[config.mk]
export PLATFORM = sky130hd
export DESIGN_NAME = rtq_ctrl_flat
export DESIGN_NICKNAME = d
export VERILOG_FILES = /design/src/hdl/rtq_pkg.sv /design/src/hdl/rtq_req_if.sv /design/src/hdl/rtq_rsp_if.sv /design/src/hdl/rtq_ctrl.sv /design/src/flat_wrapper.sv
export VERILOG_INCLUDE_DIRS = /design/src /design/src/hdl
export SDC_FILE = /design/constraint.sdc
export NUM_CORES = 1
export LEC_CHECK = 0
export ABC_AREA = 1
export BUFFER_PORTS_ARGS = -buffer_cell sky130_fd_sc_hd__buf_2
export CORE_AREA = 2 2 192 194
export DETAILED_ROUTE_END_ITERATION = 8
export DIE_AREA = 0 0 194 196
export PLACE_DENSITY_LB_ADDON = 0.12
export SLEW_MARGIN = 20
export SYNTH_ARGS = -nofsm -noshare
export SYNTH_HDL_FRONTEND = slang
export SYNTH_SLANG_ARGS = --single-unit
[constraint.sdc]
create_clock -name clk -period 7.8 [get_ports clk]
set_clock_uncertainty 0.15 [all_clocks]
set_input_delay 0.39 -clock clk [delete_from_list [all_inputs] [get_ports clk]]
set_output_delay 0.39 -clock clk [all_outputs]
set_load 0.05 [all_outputs]
[src/hdl/assert_macros.svh]
// ----------------------------------------------------------------------------
// Assertion macros
// Shared concurrent assertion forms, clocked on clk and disabled in reset.
// ----------------------------------------------------------------------------
`ifndef ASSERT_MACROS_SVH
`define ASSERT_MACROS_SVH

// A property that must hold at every clock edge outside reset.
`define RTQ_ASSERT(lbl, prop, msg) \
	lbl: assert property (@(posedge clk) disable iff (!arst_n) (prop)) else $error(msg);

// A condition in one cycle that requires a consequence in the next cycle.
`define RTQ_ASSERT_NEXT(lbl, cond, cons, msg) \
	lbl: assert property (@(posedge clk) disable iff (!arst_n) (cond) |=> (cons)) \
		else $error(msg);

`endif

[src/hdl/rtq_pkg.sv]
// ----------------------------------------------------------------------------
// Repeating timer queue package
// Widths, operation codes, controller states and the structs that travel
// along the row of timer cells.
// ----------------------------------------------------------------------------
package rtq_pkg;

	localparam int DEPTH_DEF = 16;

	localparam int MODE_W = 2;
	localparam int NOW_W  = 48;
	localparam int DL_W   = 49;
	localparam int VAL_W  = 32;
	localparam int TID_W  = 16;

	typedef enum logic [MODE_W-1:0] {
		MODE_ADD   = 2'd0,
		MODE_POP   = 2'd1,
		MODE_QUERY = 2'd2
	} mode_t;

	typedef enum logic [1:0] {
		WR_NONE,
		WR_ADD,
		WR_REARM,
		WR_FREE
	} wr_op_t;

	typedef enum logic [1:0] {
		ST_IDLE,
		ST_SCAN,
		ST_APPLY
	} rtq_state_t;

	// Running result of the sweep along the cells.
	typedef struct packed {
		logic             found;
		logic [DL_W-1:0]  deadline;
		logic [VAL_W-1:0] id;
		logic [VAL_W-1:0] interval;
		logic [VAL_W-1:0] runs;
		logic             free_found;
	} scan_t;

	// Update broadcast to all cells; only the addressed cell acts on it.
	typedef struct packed {
		wr_op_t           op;
		logic [DL_W-1:0]  deadline;
		logic [VAL_W-1:0] interval;
		logic [VAL_W-1:0] runs;
		logic [VAL_W-1:0] id;
	} cmd_t;

endpackage

[src/hdl/rtq_req_if.sv]
// ----------------------------------------------------------------------------
// Request channel
// Valid/ready channel that carries one timer operation per transfer.
// ----------------------------------------------------------------------------
interface rtq_req_if;
	import rtq_pkg::*;

	logic              valid;
	logic              ready;
	logic [MODE_W-1:0] mode;
	logic [NOW_W-1:0]  now_ms;
	logic [VAL_W-1:0]  period_ms;
	logic [VAL_W-1:0]  repeat_count;

	modport source (output valid, mode, now_ms, period_ms, repeat_count, input ready);
	modport sink (input valid, mode, now_ms, period_ms, repeat_count, output ready);

endinterface

[src/hdl/rtq_rsp_if.sv]
// ----------------------------------------------------------------------------
// Response channel
// Valid/ready channel that carries one operation result per transfer.
// ----------------------------------------------------------------------------
interface rtq_rsp_if;
	import rtq_pkg::*;

	logic              valid;
	logic              ready;
	logic              ok;
	logic [TID_W-1:0]  timer_id;
	logic [DL_W-1:0]   remain_ms;
	logic              fire_now;
	logic              queue_empty;
	logic              queue_full;
	logic              rearmed;

	modport source (output valid, ok, timer_id, remain_ms, fire_now, queue_empty,
		queue_full, rearmed, input ready);
	modport sink (input valid, ok, timer_id, remain_ms, fire_now, queue_empty,
		queue_full, rearmed, output ready);

endinterface

[src/hdl/rtq_ctrl.sv]
// ----------------------------------------------------------------------------
// Timer queue controller
// Takes one operation, waits for the sweep along the cells, then issues the
// slot update and loads the response register.
// ----------------------------------------------------------------------------
`include "assert_macros.svh"

module rtq_ctrl import rtq_pkg::*; #(
	parameter int DEPTH = DEPTH_DEF
) (
	input  logic                     clk,
	input  logic                     arst_n,
	rtq_req_if.sink                  req,
	rtq_rsp_if.source                rsp,
	input  scan_t                    scan,
	input  logic [$clog2(DEPTH)-1:0] scan_slot,
	input  logic [$clog2(DEPTH)-1:0] scan_free_slot,
	output cmd_t                     cmd,
	output logic [$clog2(DEPTH)-1:0] cmd_slot
);

	localparam int IDX_W = $clog2(DEPTH);
	localparam int OCC_W = $clog2(DEPTH + 1);
	localparam logic [IDX_W-1:0] LAST_CNT = IDX_W'(DEPTH - 1);
	localparam logic [OCC_W-1:0] FULL_OCC = OCC_W'(DEPTH);

	rtq_state_t        state_q;
	rtq_state_t        state_d;
	logic [IDX_W-1:0]  cnt_q;
	logic [MODE_W-1:0] mode_q;
	logic [NOW_W-1:0]  now_q;
	logic [VAL_W-1:0]  period_q;
	logic [VAL_W-1:0]  count_q;
	logic [OCC_W-1:0]  occ_q;
	logic [OCC_W-1:0]  occ_d;
	logic [VAL_W-1:0]  next_id_q;
	logic [VAL_W-1:0]  next_id_d;

	logic              rsp_valid_q;
	logic              ok_q;
	logic [TID_W-1:0]  tid_q;
	logic [DL_W-1:0]   remain_q;
	logic              fire_q;
	logic              empty_q;
	logic              full_q;
	logic              rearm_q;

	logic              ok_d;
	logic [TID_W-1:0]  tid_d;
	logic [DL_W-1:0]   remain_d;
	logic              fire_d;
	logic              full_d;
	logic              rearm_d;

	logic              accept;
	logic              out_free;
	logic              apply;
	logic [VAL_W-1:0]  addend;
	logic [DL_W-1:0]   new_deadline;
	logic [DL_W-1:0]   now_ext;
	logic [VAL_W-1:0]  runs_dec;
	logic              due;
	logic [VAL_W-1:0]  id_inc;

	assign accept   = req.valid && req.ready;
	assign out_free = !rsp_valid_q || rsp.ready;
	assign apply    = (state_q == ST_APPLY) && out_free;

	assign req.ready = (state_q == ST_IDLE);

	// Next state.
	always_comb begin
		state_d = state_q;
		case (state_q)
			ST_IDLE:  if (req.valid) state_d = ST_SCAN;
			ST_SCAN:  if (cnt_q == LAST_CNT) state_d = ST_APPLY;
			ST_APPLY: if (out_free) state_d = ST_IDLE;
			default:  state_d = ST_IDLE;
		endcase
	end

	assign now_ext      = {1'b0, now_q};
	assign addend       = (mode_q == MODE_ADD) ? period_q : scan.interval;
	assign new_deadline = now_ext + {{(DL_W - VAL_W){1'b0}}, addend};
	assign runs_dec     = scan.runs - 1'b1;
	assign due          = (scan.deadline <= now_ext);
	assign id_inc       = next_id_q + 1'b1;

	// Outputs: slot update and response fields.
	always_comb begin
		cmd          = '0;
		cmd.op       = WR_NONE;
		cmd_slot     = scan_slot;
		ok_d         = 1'b0;
		tid_d        = '0;
		remain_d     = '0;
		fire_d       = 1'b0;
		full_d       = 1'b0;
		rearm_d      = 1'b0;
		occ_d        = occ_q;
		next_id_d    = next_id_q;
		case (mode_q)
			MODE_ADD: begin
				if (scan.free_found) begin
					cmd.op       = WR_ADD;
					cmd.deadline = new_deadline;
					cmd.interval = period_q;
					cmd.runs     = count_q;
					cmd.id       = id_inc;
					cmd_slot     = scan_free_slot;
					ok_d         = 1'b1;
					tid_d        = id_inc[TID_W-1:0];
					occ_d        = occ_q + 1'b1;
					next_id_d    = id_inc;
				end else begin
					full_d = 1'b1;
				end
			end
			MODE_POP: begin
				if (scan.found) begin
					ok_d  = 1'b1;
					tid_d = scan.id[TID_W-1:0];
					if (runs_dec != '0) begin
						cmd.op       = WR_REARM;
						cmd.deadline = new_deadline;
						cmd.runs     = runs_dec;
						rearm_d      = 1'b1;
					end else begin
						cmd.op = WR_FREE;
						occ_d  = occ_q - 1'b1;
					end
				end
			end
			MODE_QUERY: begin
				if (scan.found) begin
					ok_d     = 1'b1;
					tid_d    = scan.id[TID_W-1:0];
					remain_d = due ? '0 : (scan.deadline - now_ext);
					fire_d   = due;
				end
			end
			default: begin
			end
		endcase
		if (!apply) begin
			cmd.op = WR_NONE;
		end
	end

	always_ff @(posedge clk or negedge arst_n) begin
		if (!arst_n) begin
			state_q     <= ST_IDLE;
			cnt_q       <= '0;
			occ_q       <= '0;
			next_id_q   <= '0;
			rsp_valid_q <= 1'b0;
		end else begin
			state_q <= state_d;
			if (accept) begin
				cnt_q <= '0;
			end else if (state_q == ST_SCAN) begin
				cnt_q <= cnt_q + 1'b1;
			end
			if (apply) begin
				occ_q       <= occ_d;
				next_id_q   <= next_id_d;
				rsp_valid_q <= 1'b1;
			end else if (rsp.ready) begin
				rsp_valid_q <= 1'b0;
			end
		end
	end

	always_ff @(posedge clk) begin
		if (accept) begin
			mode_q   <= req.mode;
			now_q    <= req.now_ms;
			period_q <= req.period_ms;
			count_q  <= req.repeat_count;
		end
		if (apply) begin
			ok_q     <= ok_d;
			tid_q    <= tid_d;
			remain_q <= remain_d;
			fire_q   <= fire_d;
			empty_q  <= (occ_d == '0);
			full_q   <= full_d;
			rearm_q  <= rearm_d;
		end
	end

	assign rsp.valid       = rsp_valid_q;
	assign rsp.ok          = ok_q;
	assign rsp.timer_id    = tid_q;
	assign rsp.remain_ms   = remain_q;
	assign rsp.fire_now    = fire_q;
	assign rsp.queue_empty = empty_q;
	assign rsp.queue_full  = full_q;
	assign rsp.rearmed     = rearm_q;

	`RTQ_ASSERT(a_occ_bound, occ_q <= FULL_OCC, "occupancy above store depth")
	`RTQ_ASSERT_NEXT(a_accept_scan, accept, (state_q == ST_SCAN) && (cnt_q == '0),
		"accepted request did not start a sweep")
	`RTQ_ASSERT_NEXT(a_add_count, apply && (cmd.op == WR_ADD),
		(occ_q == $past(occ_q) + 1'b1) && (next_id_q == $past(next_id_q) + 1'b1),
		"add did not advance occupancy and id")
	`RTQ_ASSERT(a_full_reject, rsp_valid_q && full_q |-> !ok_q && (occ_q == FULL_OCC),
		"full flag on an accepted add or a store with room")

endmodule

[src/flat_wrapper.sv]
// flat-port wrapper written by rule: the top's interface ports become plain ports
module rtq_ctrl_flat import rtq_pkg::*;
#(
	parameter int DEPTH = DEPTH_DEF
)
  (clk, arst_n, scan, scan_slot, scan_free_slot, cmd, cmd_slot, req_valid, req_mode, req_now_ms, req_period_ms, req_repeat_count, req_ready, rsp_valid, rsp_ok, rsp_timer_id, rsp_remain_ms, rsp_fire_now, rsp_queue_empty, rsp_queue_full, rsp_rearmed, rsp_ready);
  rtq_req_if req_i ();
  rtq_rsp_if rsp_i ();
  input  logic clk;
  input  logic arst_n;
  input  scan_t scan;
  input  logic [$clog2(DEPTH)-1:0] scan_slot;
  input  logic [$clog2(DEPTH)-1:0] scan_free_slot;
  output cmd_t cmd;
  output logic [$clog2(DEPTH)-1:0] cmd_slot;
  input wire logic [$bits(req_i.valid)-1:0] req_valid;
  input wire logic [$bits(req_i.mode)-1:0] req_mode;
  input wire logic [$bits(req_i.now_ms)-1:0] req_now_ms;
  input wire logic [$bits(req_i.period_ms)-1:0] req_period_ms;
  input wire logic [$bits(req_i.repeat_count)-1:0] req_repeat_count;
  output wire logic [$bits(req_i.ready)-1:0] req_ready;
  output wire logic [$bits(rsp_i.valid)-1:0] rsp_valid;
  output wire logic [$bits(rsp_i.ok)-1:0] rsp_ok;
  output wire logic [$bits(rsp_i.timer_id)-1:0] rsp_timer_id;
  output wire logic [$bits(rsp_i.remain_ms)-1:0] rsp_remain_ms;
  output wire logic [$bits(rsp_i.fire_now)-1:0] rsp_fire_now;
  output wire logic [$bits(rsp_i.queue_empty)-1:0] rsp_queue_empty;
  output wire logic [$bits(rsp_i.queue_full)-1:0] rsp_queue_full;
  output wire logic [$bits(rsp_i.rearmed)-1:0] rsp_rearmed;
  input wire logic [$bits(rsp_i.ready)-1:0] rsp_ready;
  assign req_i.valid = req_valid;
  assign req_i.mode = req_mode;
  assign req_i.now_ms = req_now_ms;
  assign req_i.period_ms = req_period_ms;
  assign req_i.repeat_count = req_repeat_count;
  assign req_ready = req_i.ready;
  assign rsp_valid = rsp_i.valid;
  assign rsp_ok = rsp_i.ok;
  assign rsp_timer_id = rsp_i.timer_id;
  assign rsp_remain_ms = rsp_i.remain_ms;
  assign rsp_fire_now = rsp_i.fire_now;
  assign rsp_queue_empty = rsp_i.queue_empty;
  assign rsp_queue_full = rsp_i.queue_full;
  assign rsp_rearmed = rsp_i.rearmed;
  assign rsp_i.ready = rsp_ready;
  rtq_ctrl #(.DEPTH(DEPTH)) u_core (.clk(clk), .arst_n(arst_n), .req(req_i), .rsp(rsp_i), .scan(scan), .scan_slot(scan_slot), .scan_free_slot(scan_free_slot), .cmd(cmd), .cmd_slot(cmd_slot));
endmodule
==> impl_metrics.env, run 1 <==
export IMPL_antenna_found_initial=14
export IMPL_setup_tns_ns=0
export IMPL_syn_area_um2=16700
export IMPL_final_min_clock_period_ns=5.73
export IMPL_slew_headroom_pct=32.2
export IMPL_core_um2=36100
export IMPL_hold_class="in -> reg"
export IMPL_synthCells=2224
export IMPL_ant_nets=0
export IMPL_fp_dieW_um=194
export IMPL_die_h_um=196
export IMPL_portBuffers=479
export IMPL_crit_arrival_ns=5.19
export IMPL_reg2reg_depth=13
export IMPL_seq_area_frac_synth_pct=39.7
export IMPL_worstPathRequired_ns=7.26
export IMPL_max_slew_worst_pin_slew_ns=1.02
export IMPL_cts_reportedPaths_clkPinSlew_ns=0.06
export IMPL_synth_ff_type="edfxtp_1"
export IMPL_hold_path_end="u_core.rsp.timer_id[0]"
export IMPL_p_leak_nw=9.96
export IMPL_avgSynthCellArea_um2=7.51
export IMPL_layout_nets=3178
export IMPL_vias=17200
export IMPL_htree_num_levels=1
export IMPL_yosysWarnings=0
export IMPL_clock_insertion_delay_worst_skew_ns=0.57
export IMPL_worstPathMaxFanout=85
export IMPL_period_share_pct=73.4
export IMPL_synth_fp_nets=2589
export IMPL_cts_tree="built"
export IMPL_numCtsBuffers=27
export IMPL_grt_pass1_wl_um=88700
export IMPL_clock_fmax_mhz=175
export IMPL_post_cts_buffers=0
export IMPL_cp_start_kind="register"
export IMPL_area_delta_synth_final_pct=29.5
export IMPL_drc=0
export IMPL_hold_start="scan[65]"
export IMPL_fp_dieArea_um2=38000
export IMPL_setup_violations=0
export IMPL_final_cell_mix="buf_2 (478), nand2_1 (470), nor2_1 (316)"
export IMPL_dpl_hpwl_um=46200
export IMPL_cts_sinks=228
export IMPL_start_util_pct=46.3
export IMPL_io_pins=496
export IMPL_rsz0062_at_grt="false"
export IMPL_holdPathStages=3
export IMPL_ys_ff_latch=228
export IMPL_overflow=0
export IMPL_drt_pass1_iterations=5
export IMPL_maxCapViolations=0
export IMPL_mostFrequentLayoutCell="buf_2"
export IMPL_timing_final_max_slew_violations=0
export IMPL_drt_iter0_markers=1171
export IMPL_via_per_inst=5.20
export IMPL_p_per_area_nw_per_um2=199
export IMPL_drive_gt1_share_pct=20.9
export IMPL_outcome="finished, final reports clean"
export IMPL_vdd_ir_drop_max_mv=0.204
export IMPL_root_buffer="clkbuf_16"
export IMPL_grt_max_degree=86
export IMPL_crit_type="reg -> out"
export IMPL_synth_edf_count=184
export IMPL_reg2reg_slack_ns=4.39
export IMPL_clock_path_buffers=3
export IMPL_grt_pass1_vias=17000
export IMPL_placement_rows=70
export IMPL_routabilityCongestion=0.942
export IMPL_finalHoldViolations=0
export IMPL_synthArstFlopShare_pct=19.3
export IMPL_holdWs_ns=0.0253
export IMPL_cts_resized=0
export IMPL_wl_per_cell_um=17.5
export IMPL_worstReg2RegStart="u_core.now_q[1]"
export IMPL_synth_cell_type_count=57
export IMPL_crit_path_end_kind="output pin"
export IMPL_r2r_end="u_core.rsp.remain_ms[11]"
export IMPL_gr_usage_all_layers_pct=29.5
export IMPL_routed_wl_um=57900
[routing by layer]
metal | wire, um | track usage (%) | vias up
li1 | - | - | 8577
met1 | 23200 | 35.2 | 7900
met2 | 28200 | 51.5 | 616
met3 | 3830 | 5.36 | 134
met4 | 2530 | 13.8 | 6
met5 | 35 | 0 | -
[area by class of cell]
type	count	area, um2
clock buffers	31	691
clock inverters	19	173
flip-flops and latches	228	6630
inverters	307	1150
fillers	3409	14500
diodes	11	27.5
repair buffers	604	3630
well taps	468	586
multi-input cells	1645	8740
[per-stage QoR]
| step | total power, mW | setup WS (ns) | instances | instance area (um2) | utilization [%] |
|---|---|---|---|---|---|
| floorplan | 2.59 | 0.679 | 2224 | 16700 | - |
| global placement | 2.99 | 2.81 | 3134 | 19600 | 54.2 |
| detailed placement | 3.01 | 2.74 | 3134 | 19600 | 54.2 |
| CTS | 4.30 | 2.10 | 3302 | 21600 | 59.9 |
| global route | 4.52 | 1.61 | 3311 | 21600 | 59.9 |
| finish | 4.29 | 2.07 | 3313 | 21600 | 59.9 |
[worst max-delay path by stage]
stage,slack [ns],end,startpoint
finish,2.07,cmd[141],u_core.mode_q[0]
global route,1.61,cmd[137],u_core.mode_q[0]
CTS,2.10,cmd[141],u_core.mode_q[0]
detailed placement,2.74,cmd[141],u_core.mode_q[0]
global placement,2.81,cmd[141],u_core.mode_q[0]
floorplan,0.68,u_core.cnt_q[3],u_core.state_q[1]
[Yosys cell counts (4+ instances only)]
cell type  count  area [um2]
clkbuf_1      31         116
o21a_1        10        75.1
nor2_4        10         113
a21oi_1      171         856
nand4_1       36         225
inv_1        301        1130
ha_1          90        1130
nor3_1        61         305
dfrtp_1       44        1100
o21ai_0      180         901
o21ai_1       10        50.1
nand3_1       76         380
nand2_1      471        1770
edfxtp_1     184        5530
a22o_1         4        35.0
a31oi_1       13        81.3
nand2_2        8        50.1
xnor2_1       36         315
xor2_1        61         534
nor2_1       317        1190
or2_2         13        81.3
nor2_2        14        87.6
nor4_1         8        50.1
buf_2          5        25.0
a32o_1         5        50.1
a21o_1        12        90.1
o21bai_1       4        30.0
[registers in the layout (all words and copies together), names as in the netlist]
signal	count
u_core.cnt_q	4
u_core.count_q	32
u_core.mode_q	2
u_core.next_id_q	32
u_core.now_q	48
u_core.occ_q	5
u_core.period_q	32
u_core.rsp.fire_now	1
u_core.rsp.ok	1
u_core.rsp.queue_empty	1
u_core.rsp.queue_full	1
u_core.rsp.rearmed	1
u_core.rsp.remain_ms	49
u_core.rsp.timer_id	16
u_core.rsp.valid	1
u_core.state_q	2
[what timing repair did]
| action | CTS | global route |
|---|---|---|
| endpoints found under the hold margin | 161 | 0 |
| hold buffers | 118 | 0 |
| endpoints found under the setup margin | 0 | 0 |
[power breakdown]
group / switching [mW] / leakage (nW) / internal, mW
logic: 1.06 / 7.27 / 0.475
clock network: 0.517 / 0.415 / 0.731
registers: 0.0637 / 2.27 / 1.45
[kinds of logic (layout without fill, tap and decap cells)]
kind of cell               Yosys count  count (layout)  share of synthesized area, %
adders and majority gates           92              92                          6.98
AOI/OAI and AO/OA                  428             428                          13.9
DFF                                228             228                          39.7
other                                0              11                             0
and+or+nand+nor                   1028            1028                          26.3
buffers and inverters              351             961                          8.10
xor gates and xnor gates            97              97                          5.08
[worst max-delay path, cell delays in order, from the launching register on]
cell and delay, ns:
edfxtp_1 0.38, inv_1 0.07, ha_1 0.26, inv_2 0.17
buf_4 0.59, o21ai_0 0.27, ha_1 0.43, nand2_1 0.13
nor2_1 0.15, nand4_1 0.08, o21ai_0 0.45, a21oi_1 0.24
o21ai_0 0.37, nand2_1 0.09, nand2_1 0.29, nand3_1 0.14
a21oi_1 0.18, buf_2 0.28
No activity file was read; power rests on OpenSTA's default activity.
==> run 2: changes to the inputs <==
==> constraint.sdc (replaced) <==
create_clock -name clk -period 5.88 [get_ports clk]
set_clock_uncertainty 0.15 [all_clocks]
set_input_delay 0.294 -clock clk [delete_from_list [all_inputs] [get_ports clk]]
set_output_delay 0.294 -clock clk [all_outputs]
set_load 0.05 [all_outputs]
==> impl_metrics.env, run 2 (synthesized netlist as in run 1, its figures left out) <==
export IMPL_max_slew_worst_pin_slew_ns=1.04
export IMPL_period_share_pct=92.0
export IMPL_p_per_area_nw_per_um2=266
export IMPL_setup_worst_path_start="u_core.mode_q[0]"
export IMPL_start_util_pct=46.3
export IMPL_largest_reg_flops=49
export IMPL_overflow=0
export IMPL_drt_pass1_iterations=6
export IMPL_crit_arrival_ns=4.97
export IMPL_dp_cells=3134
export IMPL_cp_common_cell="a21oi_1"
export IMPL_die_h_um=196
export IMPL_vdd_ir_drop_max_mv=0.290
export IMPL_routed_wl_um=58600
export IMPL_hold_class="in -> reg"
export IMPL_fp_dieArea_um2=38000
export IMPL_drc=0
export IMPL_placement_rows=70
export IMPL_grt_pass1_vias=17100
export IMPL_worstReg2RegStart="u_core.now_q[2]"
export IMPL_clock_insertion_delay_worst_skew_ns=0.56
export IMPL_core_um2=36100
export IMPL_via_per_inst=5.24
export IMPL_fp_dieW_um=194
export IMPL_setup_violations=0
export IMPL_cts_reportedPaths_clkPinSlew_ns=0.06
export IMPL_worstPathMaxFanout=49
export IMPL_cts_tree="built"
export IMPL_maxCapViolations=0
export IMPL_final_cell_mix="buf_2 (478), nand2_1 (470), nor2_1 (316)"
export IMPL_setup_tns_ns=0
export IMPL_finalHoldViolations=0
export IMPL_pre_cts_slack_ns=0.948
export IMPL_timing_final_ws_setup_ns=0.471
export IMPL_cp_start_kind="register"
export IMPL_p_leak_nw=10.0
export IMPL_crit_path_end_kind="output pin"
export IMPL_hold_start="scan[79]"
export IMPL_outcome="finished, final reports clean"
export IMPL_slowest_delay_ns=0.45
export IMPL_layout_nets=3192
export IMPL_vias=17400
export IMPL_worstPathCellList="inv_1, ha_1, inv_4, buf_4, o21ai_0, ha_1, a21oi_1, o21ai_0, a21oi_1, o21ai_0, a21oi_1, o21ai_1, a21oi_1, o21ai_0, a21oi_1, buf_2"
export IMPL_drive_gt1_share_pct=21.0
export IMPL_timing_final_max_slew_violations=0
export IMPL_slew_headroom_pct=30.3
export IMPL_htree_num_levels=1
export IMPL_antenna_found_initial=16
export IMPL_numCtsBuffers=27
export IMPL_drt_iter0_markers=1152
export IMPL_mostFrequentLayoutCell="buf_2"
export IMPL_nFillCells=3384
export IMPL_grt_max_degree=62
export IMPL_dpl_hpwl_um=46300
export IMPL_cpMaxStageDelayCell="buf_4"
export IMPL_clock_path_buffers=3
export IMPL_routabilityCongestion=0.948
export IMPL_root_buffer="clkbuf_16"
export IMPL_ant_nets=0
export IMPL_final_cells=3331
export IMPL_wl_per_cell_um=17.6
export IMPL_holdWs_ns=0.0260
export IMPL_fin_total_pwr_mw=5.82
export IMPL_gr_usage_all_layers_pct=29.9
export IMPL_grt_pass1_wl_um=90200
export IMPL_reg2reg_slack_ns=2.46
export IMPL_area_delta_synth_final_pct=30.8
export IMPL_crit_type="reg -> out"
export IMPL_cts_sinks=228
export IMPL_clock_fmax_mhz=185
export IMPL_final_min_clock_period_ns=5.41
export IMPL_io_pins=496
export IMPL_rsz0062_at_grt="false"
export IMPL_worstPathRequired_ns=5.44
export IMPL_portBuffers=479
==> run 2: final timing paths <==
| check | to | cells after the start |
|---|---|---|
| setup / recovery | cmd[131] | 16 |
| setup reg to reg | u_core.rsp.remain_ms[11] | 13 |
| hold / removal | u_core.rsp.timer_id[14] | 3 |
| min in group asynchronous | u_core.next_id_q[19] | 2 |
| hold reg to reg | u_core.next_id_q[31] | 2 |
| max in group asynchronous | u_core.next_id_q[7] | 2 |
==> run 2: through the flow <==
step                      area, um2  util [%]
final                         21900      60.6
after global routing          21800      60.5
after CTS                     21800      60.4
after floorplan               16700         -
after detailed placement      19600      54.2
after global placement        19600      54.2
==> run 2: repair_timing <==
action | 4_1_cts | 5_1_grt
hold buffers | 132 | 0
endpoints found under the hold margin | 176 | 0
endpoints found under the setup margin | 0 | 3
buffers inserted | 0 | 0
gates resized for setup | 0 | 2
==> run 2: routing by layer <==
metal | share of wire [%] | GRT usage, % | wire length (um)
met4 | 3.5 | 11.1 | 2040
met3 | 6.6 | 5.14 | 3880
met5 | 0.050 | 0 | 29
met1 | 41 | 36.4 | 23800
met2 | 49 | 53.0 | 28800
==> run 2: report_power, final <==
| part | internal (mW) | switching [mW] | total (mW) |
|---|---|---|---|
| Sequential | 1.93 | 0.0869 | 2.01 |
| Clock | 1.06 | 0.708 | 1.76 |
| Combinational | 0.636 | 1.40 | 2.04 |
==> run 2: critical path, delay by kind of cell (launching register included) <==
family | cells | cell delay [ns]
AOI/OAI and AO/OA | 10 | 2.14
buffers and inverters | 4 | 1.19
adders and majority gates | 2 | 0.66
DFF | 1 | 0.38
==> run 2: final cells by class <==
| cell class | count | area [um2] | area share (%) |
|---|---|---|---|
| clock inverter | 19 | 215 | 0.985 |
| multi-input combinational | 1645 | 8740 | 40.0 |
| inverter | 307 | 1160 | 5.30 |
| tap | 468 | 586 | 2.68 |
| antenna | 15 | 37.5 | 0.172 |
| clock buffer | 31 | 721 | 3.30 |
| sequential | 228 | 6630 | 30.3 |
| timing repair buffer | 618 | 3770 | 17.3 |
